**src/nesting_aware_delimiter_search_assert.svh**
```systemverilog
// Assertion macros for the nesting-aware delimiter search.
// Included by the top level; no other dependencies.
`ifndef NESTING_AWARE_DELIMITER_SEARCH_ASSERT_SVH
`define NESTING_AWARE_DELIMITER_SEARCH_ASSERT_SVH

// Same-cycle implication, disabled while reset is held.
`define NADS_ASSERT_NOW(lbl, clk, rst_n, ante, cons) \
    lbl: assert property (@(posedge clk) disable iff (!rst_n) (ante) |-> (cons)) \
        else $error("nads same-cycle check failed");

// Next-cycle implication, disabled while reset is held.
`define NADS_ASSERT_NEXT(lbl, clk, rst_n, ante, cons) \
    lbl: assert property (@(posedge clk) disable iff (!rst_n) (ante) |=> (cons)) \
        else $error("nads next-cycle check failed");

`endif

```
**src/nads_pkg.sv**
```systemverilog
// Shared types and constants of the nesting-aware delimiter search.
// No dependencies; every other file but the assertion header imports it.
`timescale 1ns / 1ps
`default_nettype none

package nads_pkg;

    localparam int CHAR_BITS      = 8;
    localparam int POS_BITS       = 16;
    localparam int REG_PAIRS      = 4;
    localparam int CFG_INDEX_BITS = 8;
    localparam int CFG_DATA_BITS  = 32;
    localparam int PAIRS_CNT_BITS = 3;

    // Configuration register indexes
    localparam logic [CFG_INDEX_BITS-1:0] CFG_TARGET_CHAR  = 8'd0;
    localparam logic [CFG_INDEX_BITS-1:0] CFG_OPENER_CHARS = 8'd1;
    localparam logic [CFG_INDEX_BITS-1:0] CFG_CLOSER_CHARS = 8'd2;
    localparam logic [CFG_INDEX_BITS-1:0] CFG_PAIRS_IN_USE = 8'd3;

    // Counter bank control for one processed byte
    typedef struct packed {
        logic step;   // apply bracket updates
        logic clear;  // end of string: zero all counters
    } t_step_ctl;

endpackage

`default_nettype wire

```
**src/nads_ifs.sv**
```systemverilog
// Valid/ready channel interfaces: input bytes, results, configuration writes.
// Depends on nads_pkg.
`timescale 1ns / 1ps
`default_nettype none

interface nads_in_if import nads_pkg::*; ();
    logic                 valid;
    logic                 ready;
    logic [CHAR_BITS-1:0] char_byte;
    logic                 end_of_string;

    modport source (output valid, output char_byte, output end_of_string, input ready);
    modport sink   (input valid, input char_byte, input end_of_string, output ready);
endinterface

interface nads_out_if import nads_pkg::*; ();
    logic                valid;
    logic                ready;
    logic                found;
    logic [POS_BITS-1:0] position;

    modport source (output valid, output found, output position, input ready);
    modport sink   (input valid, input found, input position, output ready);
endinterface

interface nads_cfg_if import nads_pkg::*; ();
    logic                      valid;
    logic                      ready;
    logic [CFG_INDEX_BITS-1:0] index;
    logic [CFG_DATA_BITS-1:0]  data;

    modport source (output valid, output index, output data, input ready);
    modport sink   (input valid, input index, input data, output ready);
endinterface

`default_nettype wire

```
**src/nads_pair_match.sv**
```systemverilog
// Bracket pair lookup: one-hot lowest active opener and closer match.
// Depends on nads_pkg.
`timescale 1ns / 1ps
`default_nettype none

module nads_pair_match import nads_pkg::*; #(
    parameter int PAIRS = 4
) (
    input  wire logic [CHAR_BITS-1:0]          i_char,
    input  wire logic [REG_PAIRS*CHAR_BITS-1:0] i_openers,
    input  wire logic [REG_PAIRS*CHAR_BITS-1:0] i_closers,
    input  wire logic [PAIRS_CNT_BITS-1:0]     i_pairs_in_use,
    output logic      [PAIRS-1:0]              o_open_sel,
    output logic      [PAIRS-1:0]              o_close_sel
);

    always_comb begin
        logic open_seen;
        logic close_seen;
        logic active;
        open_seen   = 1'b0;
        close_seen  = 1'b0;
        o_open_sel  = '0;
        o_close_sel = '0;
        for (int p = 0; p < PAIRS; p++) begin
            // Only the four register bytes exist; pairs above that never match.
            active = (p < REG_PAIRS) && (i_pairs_in_use > PAIRS_CNT_BITS'(p));
            if (active && !open_seen &&
                i_openers[CHAR_BITS*(p % REG_PAIRS) +: CHAR_BITS] == i_char) begin
                o_open_sel[p] = 1'b1;
                open_seen     = 1'b1;
            end
            if (active && !close_seen &&
                i_closers[CHAR_BITS*(p % REG_PAIRS) +: CHAR_BITS] == i_char) begin
                o_close_sel[p] = 1'b1;
                close_seen     = 1'b1;
            end
        end
    end

endmodule

`default_nettype wire

```
**src/nads_depth_bank.sv**
```systemverilog
// Saturating signed nesting counters, one per bracket pair.
// Depends on nads_pkg.
`timescale 1ns / 1ps
`default_nettype none

module nads_depth_bank import nads_pkg::*; #(
    parameter int PAIRS      = 4,
    parameter int DEPTH_BITS = 8
) (
    input  wire logic             i_clk,
    input  wire logic             i_rst_n,
    input  wire t_step_ctl        i_ctl,
    input  wire logic [PAIRS-1:0] i_open_sel,
    input  wire logic [PAIRS-1:0] i_close_sel,
    output logic                  o_all_zero_next
);

    localparam logic signed [DEPTH_BITS-1:0] DEPTH_MAX = {1'b0, {(DEPTH_BITS-1){1'b1}}};
    localparam logic signed [DEPTH_BITS-1:0] DEPTH_MIN = {1'b1, {(DEPTH_BITS-1){1'b0}}};

    logic signed [DEPTH_BITS-1:0] r_depth [PAIRS];
    logic signed [DEPTH_BITS-1:0] n_depth [PAIRS];

    always_comb begin
        o_all_zero_next = 1'b1;
        for (int p = 0; p < PAIRS; p++) begin
            n_depth[p] = r_depth[p];
            // A byte that opens and closes the same pair leaves it unchanged.
            if (i_open_sel[p] && !i_close_sel[p] && r_depth[p] != DEPTH_MAX) begin
                n_depth[p] = r_depth[p] + DEPTH_BITS'(1);
            end else if (i_close_sel[p] && !i_open_sel[p] && r_depth[p] != DEPTH_MIN) begin
                n_depth[p] = r_depth[p] - DEPTH_BITS'(1);
            end
            if (n_depth[p] != '0) begin
                o_all_zero_next = 1'b0;
            end
        end
    end

    always_ff @(posedge i_clk) begin
        for (int p = 0; p < PAIRS; p++) begin
            if (!i_rst_n || i_ctl.clear) begin
                r_depth[p] <= '0;
            end else if (i_ctl.step) begin
                r_depth[p] <= n_depth[p];
            end
        end
    end

endmodule

`default_nettype wire

```
**src/nesting_aware_delimiter_search.sv**
```systemverilog
// Nesting-aware delimiter search. Bytes of a string arrive on i_in_ch, the
// last one flagged by end_of_string. Each accepted byte is held in an input
// register; once the output register can take a result, short logic compares
// it against the four opener and closer bytes, updates the saturating nesting
// counters and tests for the target byte at nesting level zero, and a hit or
// a miss on the last byte is written to the output register, which drives
// o_out_ch. The block accepts one byte every cycle while the output register
// is empty or being read; throughput drops only while the output register
// is full and not taken. At most one result per string: found with the
// zero-based position of the first target byte seen at level zero, or not
// found (with position 0) on the last byte. Bytes after a hit are dropped up
// to the end of the string, and the end of string always clears the counters,
// the position and the hit flag. The position counter holds at its maximum.
// Configuration writes on i_cfg_ch are always taken and act from the next
// byte processed; write them only while no string is in flight.
`timescale 1ns / 1ps
`default_nettype none

`include "nesting_aware_delimiter_search_assert.svh"

module nesting_aware_delimiter_search import nads_pkg::*; #(
    parameter int PAIRS      = 4,
    parameter int INDEX_BITS = 16,
    parameter int DEPTH_BITS = 8
) (
    input wire logic   i_clk,
    input wire logic   i_rst_n,
    nads_in_if.sink    i_in_ch,
    nads_out_if.source o_out_ch,
    nads_cfg_if.sink   i_cfg_ch
);

    localparam logic [INDEX_BITS-1:0] INDEX_MAX = {INDEX_BITS{1'b1}};

    // Configuration registers
    logic [CHAR_BITS-1:0]           r_target;
    logic [REG_PAIRS*CHAR_BITS-1:0] r_openers;
    logic [REG_PAIRS*CHAR_BITS-1:0] r_closers;
    logic [PAIRS_CNT_BITS-1:0]      r_pairs_in_use;

    // Input register
    logic                 r_in_valid;
    logic [CHAR_BITS-1:0] r_char;
    logic                 r_eos;

    // Per-string state
    logic [INDEX_BITS-1:0] r_byte_index;
    logic                  r_match_done;

    // Output register
    logic                r_out_valid;
    logic                r_out_found;
    logic [POS_BITS-1:0] r_out_position;

    logic                in_xfer;
    logic                proc_fire;
    logic                match;
    logic                has_result;
    logic                all_zero_next;
    logic [PAIRS-1:0]    open_sel;
    logic [PAIRS-1:0]    close_sel;
    logic [POS_BITS-1:0] pos_low;
    t_step_ctl           step_ctl;

    // ---------------- configuration ----------------
    assign i_cfg_ch.ready = 1'b1;

    always_ff @(posedge i_clk) begin
        if (!i_rst_n) begin
            r_target       <= '0;
            r_openers      <= '0;
            r_closers      <= '0;
            r_pairs_in_use <= '0;
        end else if (i_cfg_ch.valid) begin
            unique case (i_cfg_ch.index)
                CFG_TARGET_CHAR:  r_target       <= i_cfg_ch.data[CHAR_BITS-1:0];
                CFG_OPENER_CHARS: r_openers      <= i_cfg_ch.data[REG_PAIRS*CHAR_BITS-1:0];
                CFG_CLOSER_CHARS: r_closers      <= i_cfg_ch.data[REG_PAIRS*CHAR_BITS-1:0];
                CFG_PAIRS_IN_USE: r_pairs_in_use <= i_cfg_ch.data[PAIRS_CNT_BITS-1:0];
                default: ;  // writes beyond the register list are dropped
            endcase
        end
    end

    // ---------------- input register ----------------
    // Process the held byte whenever the output register can take a result;
    // the input register refills in the same cycle.
    assign proc_fire     = r_in_valid && (!r_out_valid || o_out_ch.ready);
    assign i_in_ch.ready = !r_in_valid || proc_fire;
    assign in_xfer       = i_in_ch.valid && i_in_ch.ready;

    always_ff @(posedge i_clk) begin
        if (!i_rst_n) begin
            r_in_valid <= 1'b0;
        end else if (in_xfer) begin
            r_in_valid <= 1'b1;
        end else if (proc_fire) begin
            r_in_valid <= 1'b0;
        end
    end

    always_ff @(posedge i_clk) begin
        if (in_xfer) begin
            r_char <= i_in_ch.char_byte;
            r_eos  <= i_in_ch.end_of_string;
        end
    end

    // ---------------- bracket lookup and counters ----------------
    nads_pair_match #(
        .PAIRS (PAIRS)
    ) u_pair_match (
        .i_char         (r_char),
        .i_openers      (r_openers),
        .i_closers      (r_closers),
        .i_pairs_in_use (r_pairs_in_use),
        .o_open_sel     (open_sel),
        .o_close_sel    (close_sel)
    );

    // Skip counter updates once the string has hit; the end of string clears.
    assign step_ctl.step  = proc_fire && !r_match_done;
    assign step_ctl.clear = proc_fire && r_eos;

    nads_depth_bank #(
        .PAIRS      (PAIRS),
        .DEPTH_BITS (DEPTH_BITS)
    ) u_depth_bank (
        .i_clk           (i_clk),
        .i_rst_n         (i_rst_n),
        .i_ctl           (step_ctl),
        .i_open_sel      (open_sel),
        .i_close_sel     (close_sel),
        .o_all_zero_next (all_zero_next)
    );

    // Test after the counter update, so a bracket target must leave level zero.
    assign match      = !r_match_done && all_zero_next && (r_char == r_target);
    assign has_result = !r_match_done && (match || r_eos);

    // ---------------- position and hit flag ----------------
    always_ff @(posedge i_clk) begin
        if (!i_rst_n || step_ctl.clear) begin
            r_byte_index <= '0;
            r_match_done <= 1'b0;
        end else if (step_ctl.step) begin
            if (r_byte_index != INDEX_MAX) begin
                r_byte_index <= r_byte_index + INDEX_BITS'(1);
            end
            if (match) begin
                r_match_done <= 1'b1;
            end
        end
    end

    generate
        if (INDEX_BITS >= POS_BITS) begin : g_pos_trunc
            assign pos_low = r_byte_index[POS_BITS-1:0];
        end else begin : g_pos_ext
            assign pos_low = {{(POS_BITS-INDEX_BITS){1'b0}}, r_byte_index};
        end
    endgenerate

    // ---------------- output register ----------------
    always_ff @(posedge i_clk) begin
        if (!i_rst_n) begin
            r_out_valid <= 1'b0;
        end else if (proc_fire && has_result) begin
            r_out_valid <= 1'b1;
        end else if (o_out_ch.ready) begin
            r_out_valid <= 1'b0;
        end
    end

    always_ff @(posedge i_clk) begin
        if (proc_fire && has_result) begin
            r_out_found    <= match;
            r_out_position <= match ? pos_low : '0;
        end
    end

    assign o_out_ch.valid    = r_out_valid;
    assign o_out_ch.found    = r_out_found;
    assign o_out_ch.position = r_out_position;

    // ---------------- assertions ----------------
    // The end of string always leaves a clean slate for the next string.
    `NADS_ASSERT_NEXT(a_eos_clears, i_clk, i_rst_n, proc_fire && r_eos, (r_byte_index == '0) && !r_match_done)
    // A not-found result comes only from the last byte of a string.
    `NADS_ASSERT_NOW(a_miss_on_eos, i_clk, i_rst_n, proc_fire && has_result && !match, r_eos)
    // Once a string has hit, nothing more is reported for it.
    `NADS_ASSERT_NOW(a_one_result, i_clk, i_rst_n, proc_fire && r_match_done, !has_result)
    // A hit before the end of string marks the string as done.
    `NADS_ASSERT_NEXT(a_hit_marks_done, i_clk, i_rst_n, proc_fire && match && !r_eos, r_match_done)

endmodule

`default_nettype wire

```
**src/flat_wrapper.sv**
```systemverilog
// flat-port wrapper written by rule: the top's interface ports become plain ports
module nesting_aware_delimiter_search_flat import nads_pkg::*;
#(
    parameter int PAIRS      = 4,
    parameter int INDEX_BITS = 16,
    parameter int DEPTH_BITS = 8
)
  (i_clk, i_rst_n, i_in_ch_valid, i_in_ch_char_byte, i_in_ch_end_of_string, i_in_ch_ready, o_out_ch_valid, o_out_ch_found, o_out_ch_position, o_out_ch_ready, i_cfg_ch_valid, i_cfg_ch_index, i_cfg_ch_data, i_cfg_ch_ready);
  nads_in_if i_in_ch_i ();
  nads_out_if o_out_ch_i ();
  nads_cfg_if i_cfg_ch_i ();
  input wire logic i_clk;
  input wire logic i_rst_n;
  input wire logic [$bits(i_in_ch_i.valid)-1:0] i_in_ch_valid;
  input wire logic [$bits(i_in_ch_i.char_byte)-1:0] i_in_ch_char_byte;
  input wire logic [$bits(i_in_ch_i.end_of_string)-1:0] i_in_ch_end_of_string;
  output wire logic [$bits(i_in_ch_i.ready)-1:0] i_in_ch_ready;
  output wire logic [$bits(o_out_ch_i.valid)-1:0] o_out_ch_valid;
  output wire logic [$bits(o_out_ch_i.found)-1:0] o_out_ch_found;
  output wire logic [$bits(o_out_ch_i.position)-1:0] o_out_ch_position;
  input wire logic [$bits(o_out_ch_i.ready)-1:0] o_out_ch_ready;
  input wire logic [$bits(i_cfg_ch_i.valid)-1:0] i_cfg_ch_valid;
  input wire logic [$bits(i_cfg_ch_i.index)-1:0] i_cfg_ch_index;
  input wire logic [$bits(i_cfg_ch_i.data)-1:0] i_cfg_ch_data;
  output wire logic [$bits(i_cfg_ch_i.ready)-1:0] i_cfg_ch_ready;
  assign i_in_ch_i.valid = i_in_ch_valid;
  assign i_in_ch_i.char_byte = i_in_ch_char_byte;
  assign i_in_ch_i.end_of_string = i_in_ch_end_of_string;
  assign i_in_ch_ready = i_in_ch_i.ready;
  assign o_out_ch_valid = o_out_ch_i.valid;
  assign o_out_ch_found = o_out_ch_i.found;
  assign o_out_ch_position = o_out_ch_i.position;
  assign o_out_ch_i.ready = o_out_ch_ready;
  assign i_cfg_ch_i.valid = i_cfg_ch_valid;
  assign i_cfg_ch_i.index = i_cfg_ch_index;
  assign i_cfg_ch_i.data = i_cfg_ch_data;
  assign i_cfg_ch_ready = i_cfg_ch_i.ready;
  nesting_aware_delimiter_search #(.PAIRS(PAIRS), .INDEX_BITS(INDEX_BITS), .DEPTH_BITS(DEPTH_BITS)) u_core (.i_clk(i_clk), .i_rst_n(i_rst_n), .i_in_ch(i_in_ch_i), .o_out_ch(o_out_ch_i), .i_cfg_ch(i_cfg_ch_i));
endmodule
```
**config.mk**
```make
export PLATFORM = sky130hd
export DESIGN_NAME = nesting_aware_delimiter_search_flat
export DESIGN_NICKNAME = d
export VERILOG_FILES = /design/src/nads_pkg.sv /design/src/nads_ifs.sv /design/src/nads_pair_match.sv /design/src/nads_depth_bank.sv /design/src/nesting_aware_delimiter_search.sv /design/src/flat_wrapper.sv
export VERILOG_INCLUDE_DIRS = /design/src /design/src/src
export SDC_FILE = /design/constraint.sdc
export NUM_CORES = 1
export LEC_CHECK = 0
export BUFFER_PORTS_ARGS = -buffer_cell sky130_fd_sc_hd__buf_4
export CAP_MARGIN = 10
export CORE_ASPECT_RATIO = 0.6
export CORE_MARGIN = 2
export CORE_UTILIZATION = 60
export CTS_BUF_LIST = sky130_fd_sc_hd__clkbuf_8 sky130_fd_sc_hd__clkbuf_16
export CTS_CLUSTER_SIZE = 10
export DETAILED_ROUTE_END_ITERATION = 10
export GPL_TIMING_DRIVEN = 0
export HOLD_SLACK_MARGIN = 0.15
export PLACE_DENSITY_LB_ADDON = 0.25
export RECOVER_POWER = 100
export SLEW_MARGIN = 40
export SYNTH_ARGS = -nofsm -noshare
export SYNTH_HDL_FRONTEND = slang
export SYNTH_SLANG_ARGS = --single-unit
```
**constraint.sdc**
```tcl
create_clock -name i_clk -period 5.8 [get_ports i_clk]
set_input_delay 0.87 -clock i_clk [delete_from_list [all_inputs] [get_ports i_clk]]
set_output_delay 0.87 -clock i_clk [all_outputs]
set_load 0.01 [all_outputs]
```
==> impl_metrics.json, run 1 <==
{
  "cts_setup_buffers": 0,
  "startpoint_type": "flip-flop",
  "htreeDepth": 4,
  "p_sw_share_pct": 27.4,
  "end_kind": "flip-flop",
  "path_clk_slew_ns": 0.07,
  "numCtsBuffers": 17,
  "final_cell_area_mm2": 0.00953,
  "drc_errors": 0,
  "p_seq_share_pct": 46.5,
  "io_pins": 74,
  "cts-root-buf": "clkbuf_16",
  "p_switching_w": 0.000681,
  "synth-async-reset-ratio_pct": 0,
  "synth_area_leaders": "dfxtp_1, edfxtp_1, nand2_1",
  "slowest_stage": "a2111oi_0",
  "grt_pass1_wl_mm": 33.7,
  "grt_overflow": 0,
  "dp_hpwl_mm": 15.2,
  "finalPower_w": 0.00248,
  "hold_depth": 2,
  "die_x_um": 155,
  "dpl_cell_area_mm2": 0.00904,
  "r2r_slack_ns": 0.79,
  "synth_edf_count": 58,
  "min_to": "u_core.r_openers[27]",
  "synth.top_cell.area_share_pct": 22.8,
  "r2r-end": "u_core.o_out_ch.position[14]",
  "yosysTopAreaCell": "dfxtp_1",
  "rsz0062_at_grt": "no",
  "path_buf_inv": 4,
  "hold_path.class": "flip-flop to flip-flop",
  "path_cells": "buf_2, xnor2_1, nand4_1, or4_1, clkbuf_1, a2111oi_0, nor4bb_1, a31oi_1, xnor2_1, nor4_1, nand4_1, buf_2, o31ai_4, buf_6",
  "ant_nets": 0,
  "cts_tree": "done",
  "final.setup.worst_slack_ns": 0.787,
  "power_density_mw_per_mm2": 261,
  "finalMaxSlewViolations": 0,
  "final_cell_mix": "nand2_1, dfxtp_1, nor2_1",
  "grt_pass1_vias": 6496,
  "cap_viol_max_count": 0,
  "rows": 33,
  "insertion_delay_ns": 0.43,
  "antenna_found_initial": 1,
  "final_core_util_pct": 70.4,
  "yosys_warnings": 0,
  "peakVddDrop_mv": 0.165,
  "drtPass1Iterations": 5,
  "layout.nets": 1072,
  "cp_max_fo": 10,
  "syn-mean-instance-area_um2": 9.03,
  "finalCritPeriodShare_pct": 86.4,
  "wl_mm": 21.0,
  "viasPerCell": 5.87,
  "outcome": "finished, final reports clean",
  "path_class": "flip-flop to flip-flop",
  "worst_pin_slew_ns": 1.42,
  "area_delta_synth_final_pct": 15.4,
  "synthesis.area_mm2": 0.00826,
  "syn_inst": 914,
  "whs_ns": 0.475,
  "p_leak_nw": 3.39,
  "initial_core_util_pct": 61.0,
  "mostFrequentLayoutCell": "nand2_1",
  "cts_resized": 0,
  "fin_skew_ns": 0.0153,
  "die_y_um": 94.9,
  "required_ns": 5.94,
  "cts_hold_buffers": 0,
  "clockBufferDepth": 2,
  "wl_per_cell_um": 17.6,
  "arrival_ns": 5.15,
  "place.gp.congestion": 0.905,
  "synthDistinctLibCells": 66,
  "ys_ff_latch": 152,
  "dieArea_mm2": 0.0147,
  "synth-main-ff-cell": "dfxtp_1",
  "fillers": 1061,
  "pre_cts_ws_ns": 1.20,
  "hold_start": "u_core.r_openers[27]",
  "slew_headroom_pct": 5.21,
  "fmaxAchievable_mhz": 199,
  "finalCriticalPeriod_ns": 5.01,
  "grt_util_all_layers_pct": 29.5,
  "grt_max_degree": 33,
  "finalHoldViolations": 0,
  "vias": 7010,
  "drive_gt1_share_pct": 11.5,
  "core_mm2": 0.0135,
  "crit_family": "simple AND/OR/NAND/NOR gates",
  "rr_worst_depth": 14,
  "setup_viol": 0,
  "yosysSeqAreaShare_pct": 43.9,
  "intPower_w": 0.00180,
  "critPathMaxStageDelay_ns": 0.78,
  "synth_fp_nets": 981,
  "p_comb_share_pct": 8.7,
  "cts_sinks": 152,
  "port_buffers": 71,
  "rr_startpoint": "u_core.r_char[5]",
  "clkPwrFrac_pct": 44.8,
  "drtIter0Drc": 650
}
worst reg2reg max path: stages (launching register included):
cell and delay, ns:
edfxtp_1 0.34, buf_2 0.34, xnor2_1 0.17, nand4_1 0.20, or4_1 0.53, clkbuf_1 0.21
a2111oi_0 0.78, nor4bb_1 0.32, a31oi_1 0.10, xnor2_1 0.18, nor4_1 0.29, nand4_1 0.23
buf_2 0.27, o31ai_4 0.52, buf_6 0.24
routing by layer:
| layer | part of all wire (%) | vias to the layer above | global-route usage [%] |
|---|---|---|---|
| met5 | 0 | - | 0 |
| met4 | 1.3 | 0 | 8.03 |
| met3 | 10 | 30 | 6.15 |
| met2 | 40 | 306 | 41.6 |
| met1 | 48 | 3328 | 45.5 |
| li1 | - | 3346 | - |
through the flow:
stage / std cells / setup TNS [ns]
after global placement: 1160 / -3.10
after detailed placement: 1161 / 0
after global routing: 1193 / 0
after floorplan: 914 / 0
final: 1194 / 0
after CTS: 1193 / 0
cell type report:
cell class	instances	area, um2	share of cell area (%)
Multi-Input combinational cell	676	4260	44.8
Clock buffer	17	425	4.46
Antenna cell	1	2.50	0.0263
Buffer	51	223	2.34
Timing Repair Buffer	72	473	4.96
Inverter	35	131	1.38
Tap cell	175	219	2.30
Clock inverter	15	166	1.75
Sequential cell	152	3620	38.0
worst max-delay path by stage:
stage | startpoint | to | slack, ns | cells after the start
2_1_floorplan | u_core.r_char[5] | u_core.o_out_ch.found | 1.18 | 13
3_3_place_gp | u_core.r_char[5] | u_core.o_out_ch.position[8] | -0.18 | 12
3_5_place_dp | u_core.r_char[5] | u_core.o_out_ch.position[9] | 1.20 | 13
4_1_cts | u_core.r_char[5] | u_core.o_out_ch.position[11] | 1.09 | 13
5_1_grt | u_core.r_char[5] | u_core.o_out_ch.position[13] | 0.41 | 14
6_report | u_core.r_char[5] | u_core.o_out_ch.position[14] | 0.79 | 14
cell families (layout without fill, tap and decap cells):
kind of cell | after synthesis | after routing | synth area share, %
and+or+nand+nor | 415 | 415 | 25.1
DFF | 152 | 152 | 43.9
muxes | 16 | 16 | 1.99
AOI/OAI and AO/OA | 121 | 121 | 11.0
other | 1 | 2 | 0.0454
xor gates and xnor gates | 110 | 110 | 11.7
adders and majority gates | 13 | 13 | 1.97
buffers and inverters | 86 | 190 | 4.30
cells in the mapped netlist, types with 21 or more instances:
master    number
a21boi_0      64
and3_1        23
clkbuf_1      38
dfxtp_1       94
edfxtp_1      58
inv_1         35
nand2_1      165
nand3_1       25
nor2_1        65
nor3_1        41
nor4_1        21
xnor2_1       64
xor2_1        46
power groups by stage:
stage | logic, W | clock network (W) | registers [W]
floorplan | 0.000132 | 0 | 0.00117
global placement | 0.000209 | 0 | 0.00118
detailed placement | 0.000213 | 0 | 0.00118
CTS | 0.000216 | 0.00112 | 0.00115
global route | 0.000235 | 0.00116 | 0.00116
finish | 0.000216 | 0.00111 | 0.00115
sequential cells by signal (all words and copies together) (netlist names):
| register | count |
|---|---|
| u_core.r_pairs_in_use | 3 |
| u_core.r_eos | 1 |
| u_core.r_target | 8 |
| u_core.o_out_ch.valid | 1 |
| u_core.u_depth_bank.r_depth | 32 |
| u_core.r_openers | 32 |
| u_core.r_char | 8 |
| u_core.r_in_valid | 1 |
| u_core.r_closers | 32 |
| u_core.r_match_done | 1 |
| u_core.o_out_ch.found | 1 |
| u_core.o_out_ch.position | 16 |
| u_core.pos_low | 16 |
No activity file was read; power rests on OpenSTA's default activity.
==> run 2: changes to the inputs <==
BUFFER_PORTS_ARGS = -buffer_cell sky130_fd_sc_hd__buf_2   (was -buffer_cell sky130_fd_sc_hd__buf_4)
==> run 2 against run 1 <==
  * Clock-buffer cell count is the same
  * Final cell count is the same
  * First-iteration DRC count shrank 6.8%
  * Die area is the same
  * Non-clock buffer count is the same
  * Routed wire length grew 0.85%
  * Hold slack gained 0.0021 ns
  * Register-to-register slack lost 0.08 ns
  * Sequential share of layout area grew 0.36 points
  * Utilization shrank 0.66 points
  * Clock power grew 4%
==> impl_metrics.json, run 2 (synthesis gave the netlist of run 1 again) <==
{
  "outcome": "finished, final reports clean",
  "insertion_delay_ns": 0.43,
  "cp-endpoint": "u_core.o_out_ch.position[13]",
  "power_density_mw_per_mm2": 266,
  "fin_cells": 1194,
  "finalMaxSlewViolations": 0,
  "path_class": "flip-flop to flip-flop",
  "whs_ns": 0.477,
  "slowest_stage": "clkbuf_1",
  "cts_tree": "done",
  "drtIter0Drc": 606,
  "slew_headroom_pct": 3.91,
  "final.setup.worst_slack_ns": 0.706,
  "p_comb_share_pct": 8.3,
  "drc_errors": 0,
  "rr_startpoint": "u_core.r_char[5]",
  "end_kind": "flip-flop",
  "startpoint_type": "flip-flop",
  "io_pins": 74,
  "cp_common_cell": "nand4_1",
  "htreeDepth": 4,
  "p_sw_share_pct": 26.9,
  "drive_gt1_share_pct": 11.7,
  "dieArea_mm2": 0.0147,
  "grt_util_all_layers_pct": 29.4,
  "fin_setup_tns_ns": 0,
  "intPower_w": 0.00183,
  "initial_core_util_pct": 61.0,
  "final_core_util_pct": 69.7,
  "die_x_um": 155,
  "mostFrequentLayoutCell": "nand2_1",
  "cts_hold_buffers": 0,
  "grt_pass1_wl_mm": 33.7,
  "required_ns": 5.93,
  "antenna_found_initial": 1,
  "fmaxAchievable_mhz": 196,
  "arrival_ns": 5.23,
  "die_y_um": 94.9,
  "p_seq_share_pct": 46.0,
  "wl_mm": 21.2,
  "dp_hpwl_mm": 15.2,
  "numCtsBuffers": 17,
  "path_buf_inv": 3,
  "crit_family": "simple AND/OR/NAND/NOR gates",
  "clkPwrFrac_pct": 45.7,
  "area_delta_synth_final_pct": 14.3,
  "rr_worst_depth": 13,
  "rows": 33,
  "peakVddDrop_mv": 0.214,
  "top_regs": "u_core.r_closers x32, u_core.r_openers x32, u_core.u_depth_bank.r_depth x32",
  "vias": 7078,
  "clockBufferDepth": 2,
  "viasPerCell": 5.93,
  "setup_viol": 0,
  "place_inst": 1161,
  "crit_start": "u_core.r_char[5]",
  "grt_overflow": 0,
  "final_cell_mix": "nand2_1, dfxtp_1, nor2_1",
  "r2r-end": "u_core.o_out_ch.position[13]",
  "path_clk_slew_ns": 0.07,
  "hold_path.class": "flip-flop to flip-flop",
  "fin_skew_ns": 0.0171,
  "cts_sinks": 152,
  "grt_pass1_vias": 6559,
  "cts_setup_buffers": 0,
  "pre_cts_ws_ns": 1.22,
  "core_mm2": 0.0135,
  "rsz0062_at_grt": "no",
  "cap_viol_max_count": 0,
  "p_switching_w": 0.000674,
  "wl_per_cell_um": 17.7,
  "cts-root-buf": "clkbuf_16",
  "finalCriticalPeriod_ns": 5.09,
  "port_buffers": 71,
  "r2r_slack_ns": 0.71,
  "drtPass1Iterations": 6,
  "path_cells": "clkbuf_1, xnor2_1, nand4_1, nor4_4, nor3b_1, or2_2, o41ai_1, xor2_1, nor4_1, nand4_1, buf_2, o31ai_4, buf_6",
  "worst_pin_slew_ns": 1.44,
  "critPathMaxStageDelay_ns": 0.65,
  "cts_resized": 0,
  "finalCritPeriodShare_pct": 87.8,
  "p_leak_nw": 3.36,
  "finalHoldViolations": 0,
  "cp_num_cells": 13,
  "place.gp.congestion": 0.909,
  "grt_max_degree": 33,
  "cp_max_fo": 10,
  "ant_nets": 0,
  "layout.nets": 1072
}
## run 2: cell types whose count changed in the layout (fill, tap and decap cells not counted), moves of 2 or more
cell and change:
buf_2 +51, buf_4 -41, clkbuf_4 -11, clkinv_4 -2, clkinv_8 +3, inv_6 +3, inv_8 -4, nor4_1 -2
nor4_2 +2
## run 2: worst min path at each step
stage                               from                    to  slack [ns]  cells after the start
floorplan           u_core.r_openers[11]  u_core.r_openers[11]        0.46                      2
global placement    u_core.r_openers[30]  u_core.r_openers[30]        0.46                      2
detailed placement  u_core.r_closers[20]  u_core.r_closers[20]        0.47                      2
CTS                 u_core.r_closers[20]  u_core.r_closers[20]        0.48                      2
global route         u_core.r_openers[1]   u_core.r_openers[1]        0.50                      2
finish              u_core.r_closers[20]  u_core.r_closers[20]        0.48                      2
## run 2: per-layer routing
layer  vias to the layer above  GRT usage (%)  share of wire (%)
li1                       3345              -                  -
met1                      3324           44.7                 47
met2                       379           43.6                 41
met3                        30           4.50                 11
met4                         0           8.03                1.2
met5                         -              0                  0
## run 2: worst register-to-register path, stage by stage, from the launching register on
cell      delay, ns
edfxtp_1       0.33
clkbuf_1       0.65
xnor2_1        0.21
nand4_1        0.22
nor4_4         0.63
nor3b_1        0.26
or2_2          0.38
o41ai_1        0.36
xor2_1         0.19
nor4_1         0.34
nand4_1        0.21
buf_2          0.25
o31ai_4        0.51
buf_6          0.23
## run 2: power by group through the flow
stage | Combinational (W) | Clock, W | Sequential (W)
floorplan | 0.000132 | 0 | 0.00117
global placement | 0.000197 | 0 | 0.00118
detailed placement | 0.000202 | 0 | 0.00118
CTS | 0.000205 | 0.00115 | 0.00115
global route | 0.000224 | 0.00120 | 0.00116
finish | 0.000207 | 0.00115 | 0.00115
## run 2: per-stage QoR
stage | total power (W) | area [um2]
after floorplan | 0.00130 | 8260
after CTS | 0.00251 | 9480
after global routing | 0.00258 | 9440
after detailed placement | 0.00138 | 8860
final | 0.00251 | 9440
after global placement | 0.00137 | 8830
## run 2: final cells by class
cell class              count  area, um2
multi-input cells         676       4280
fillers                  1075       4100
flip-flops and latches    152       3620
clock buffers              17        425
repair buffers             72        343
plain buffers              51        221
well taps                 175        219
clock inverters            15        196
inverters                  35        131
diodes                      1       2.50
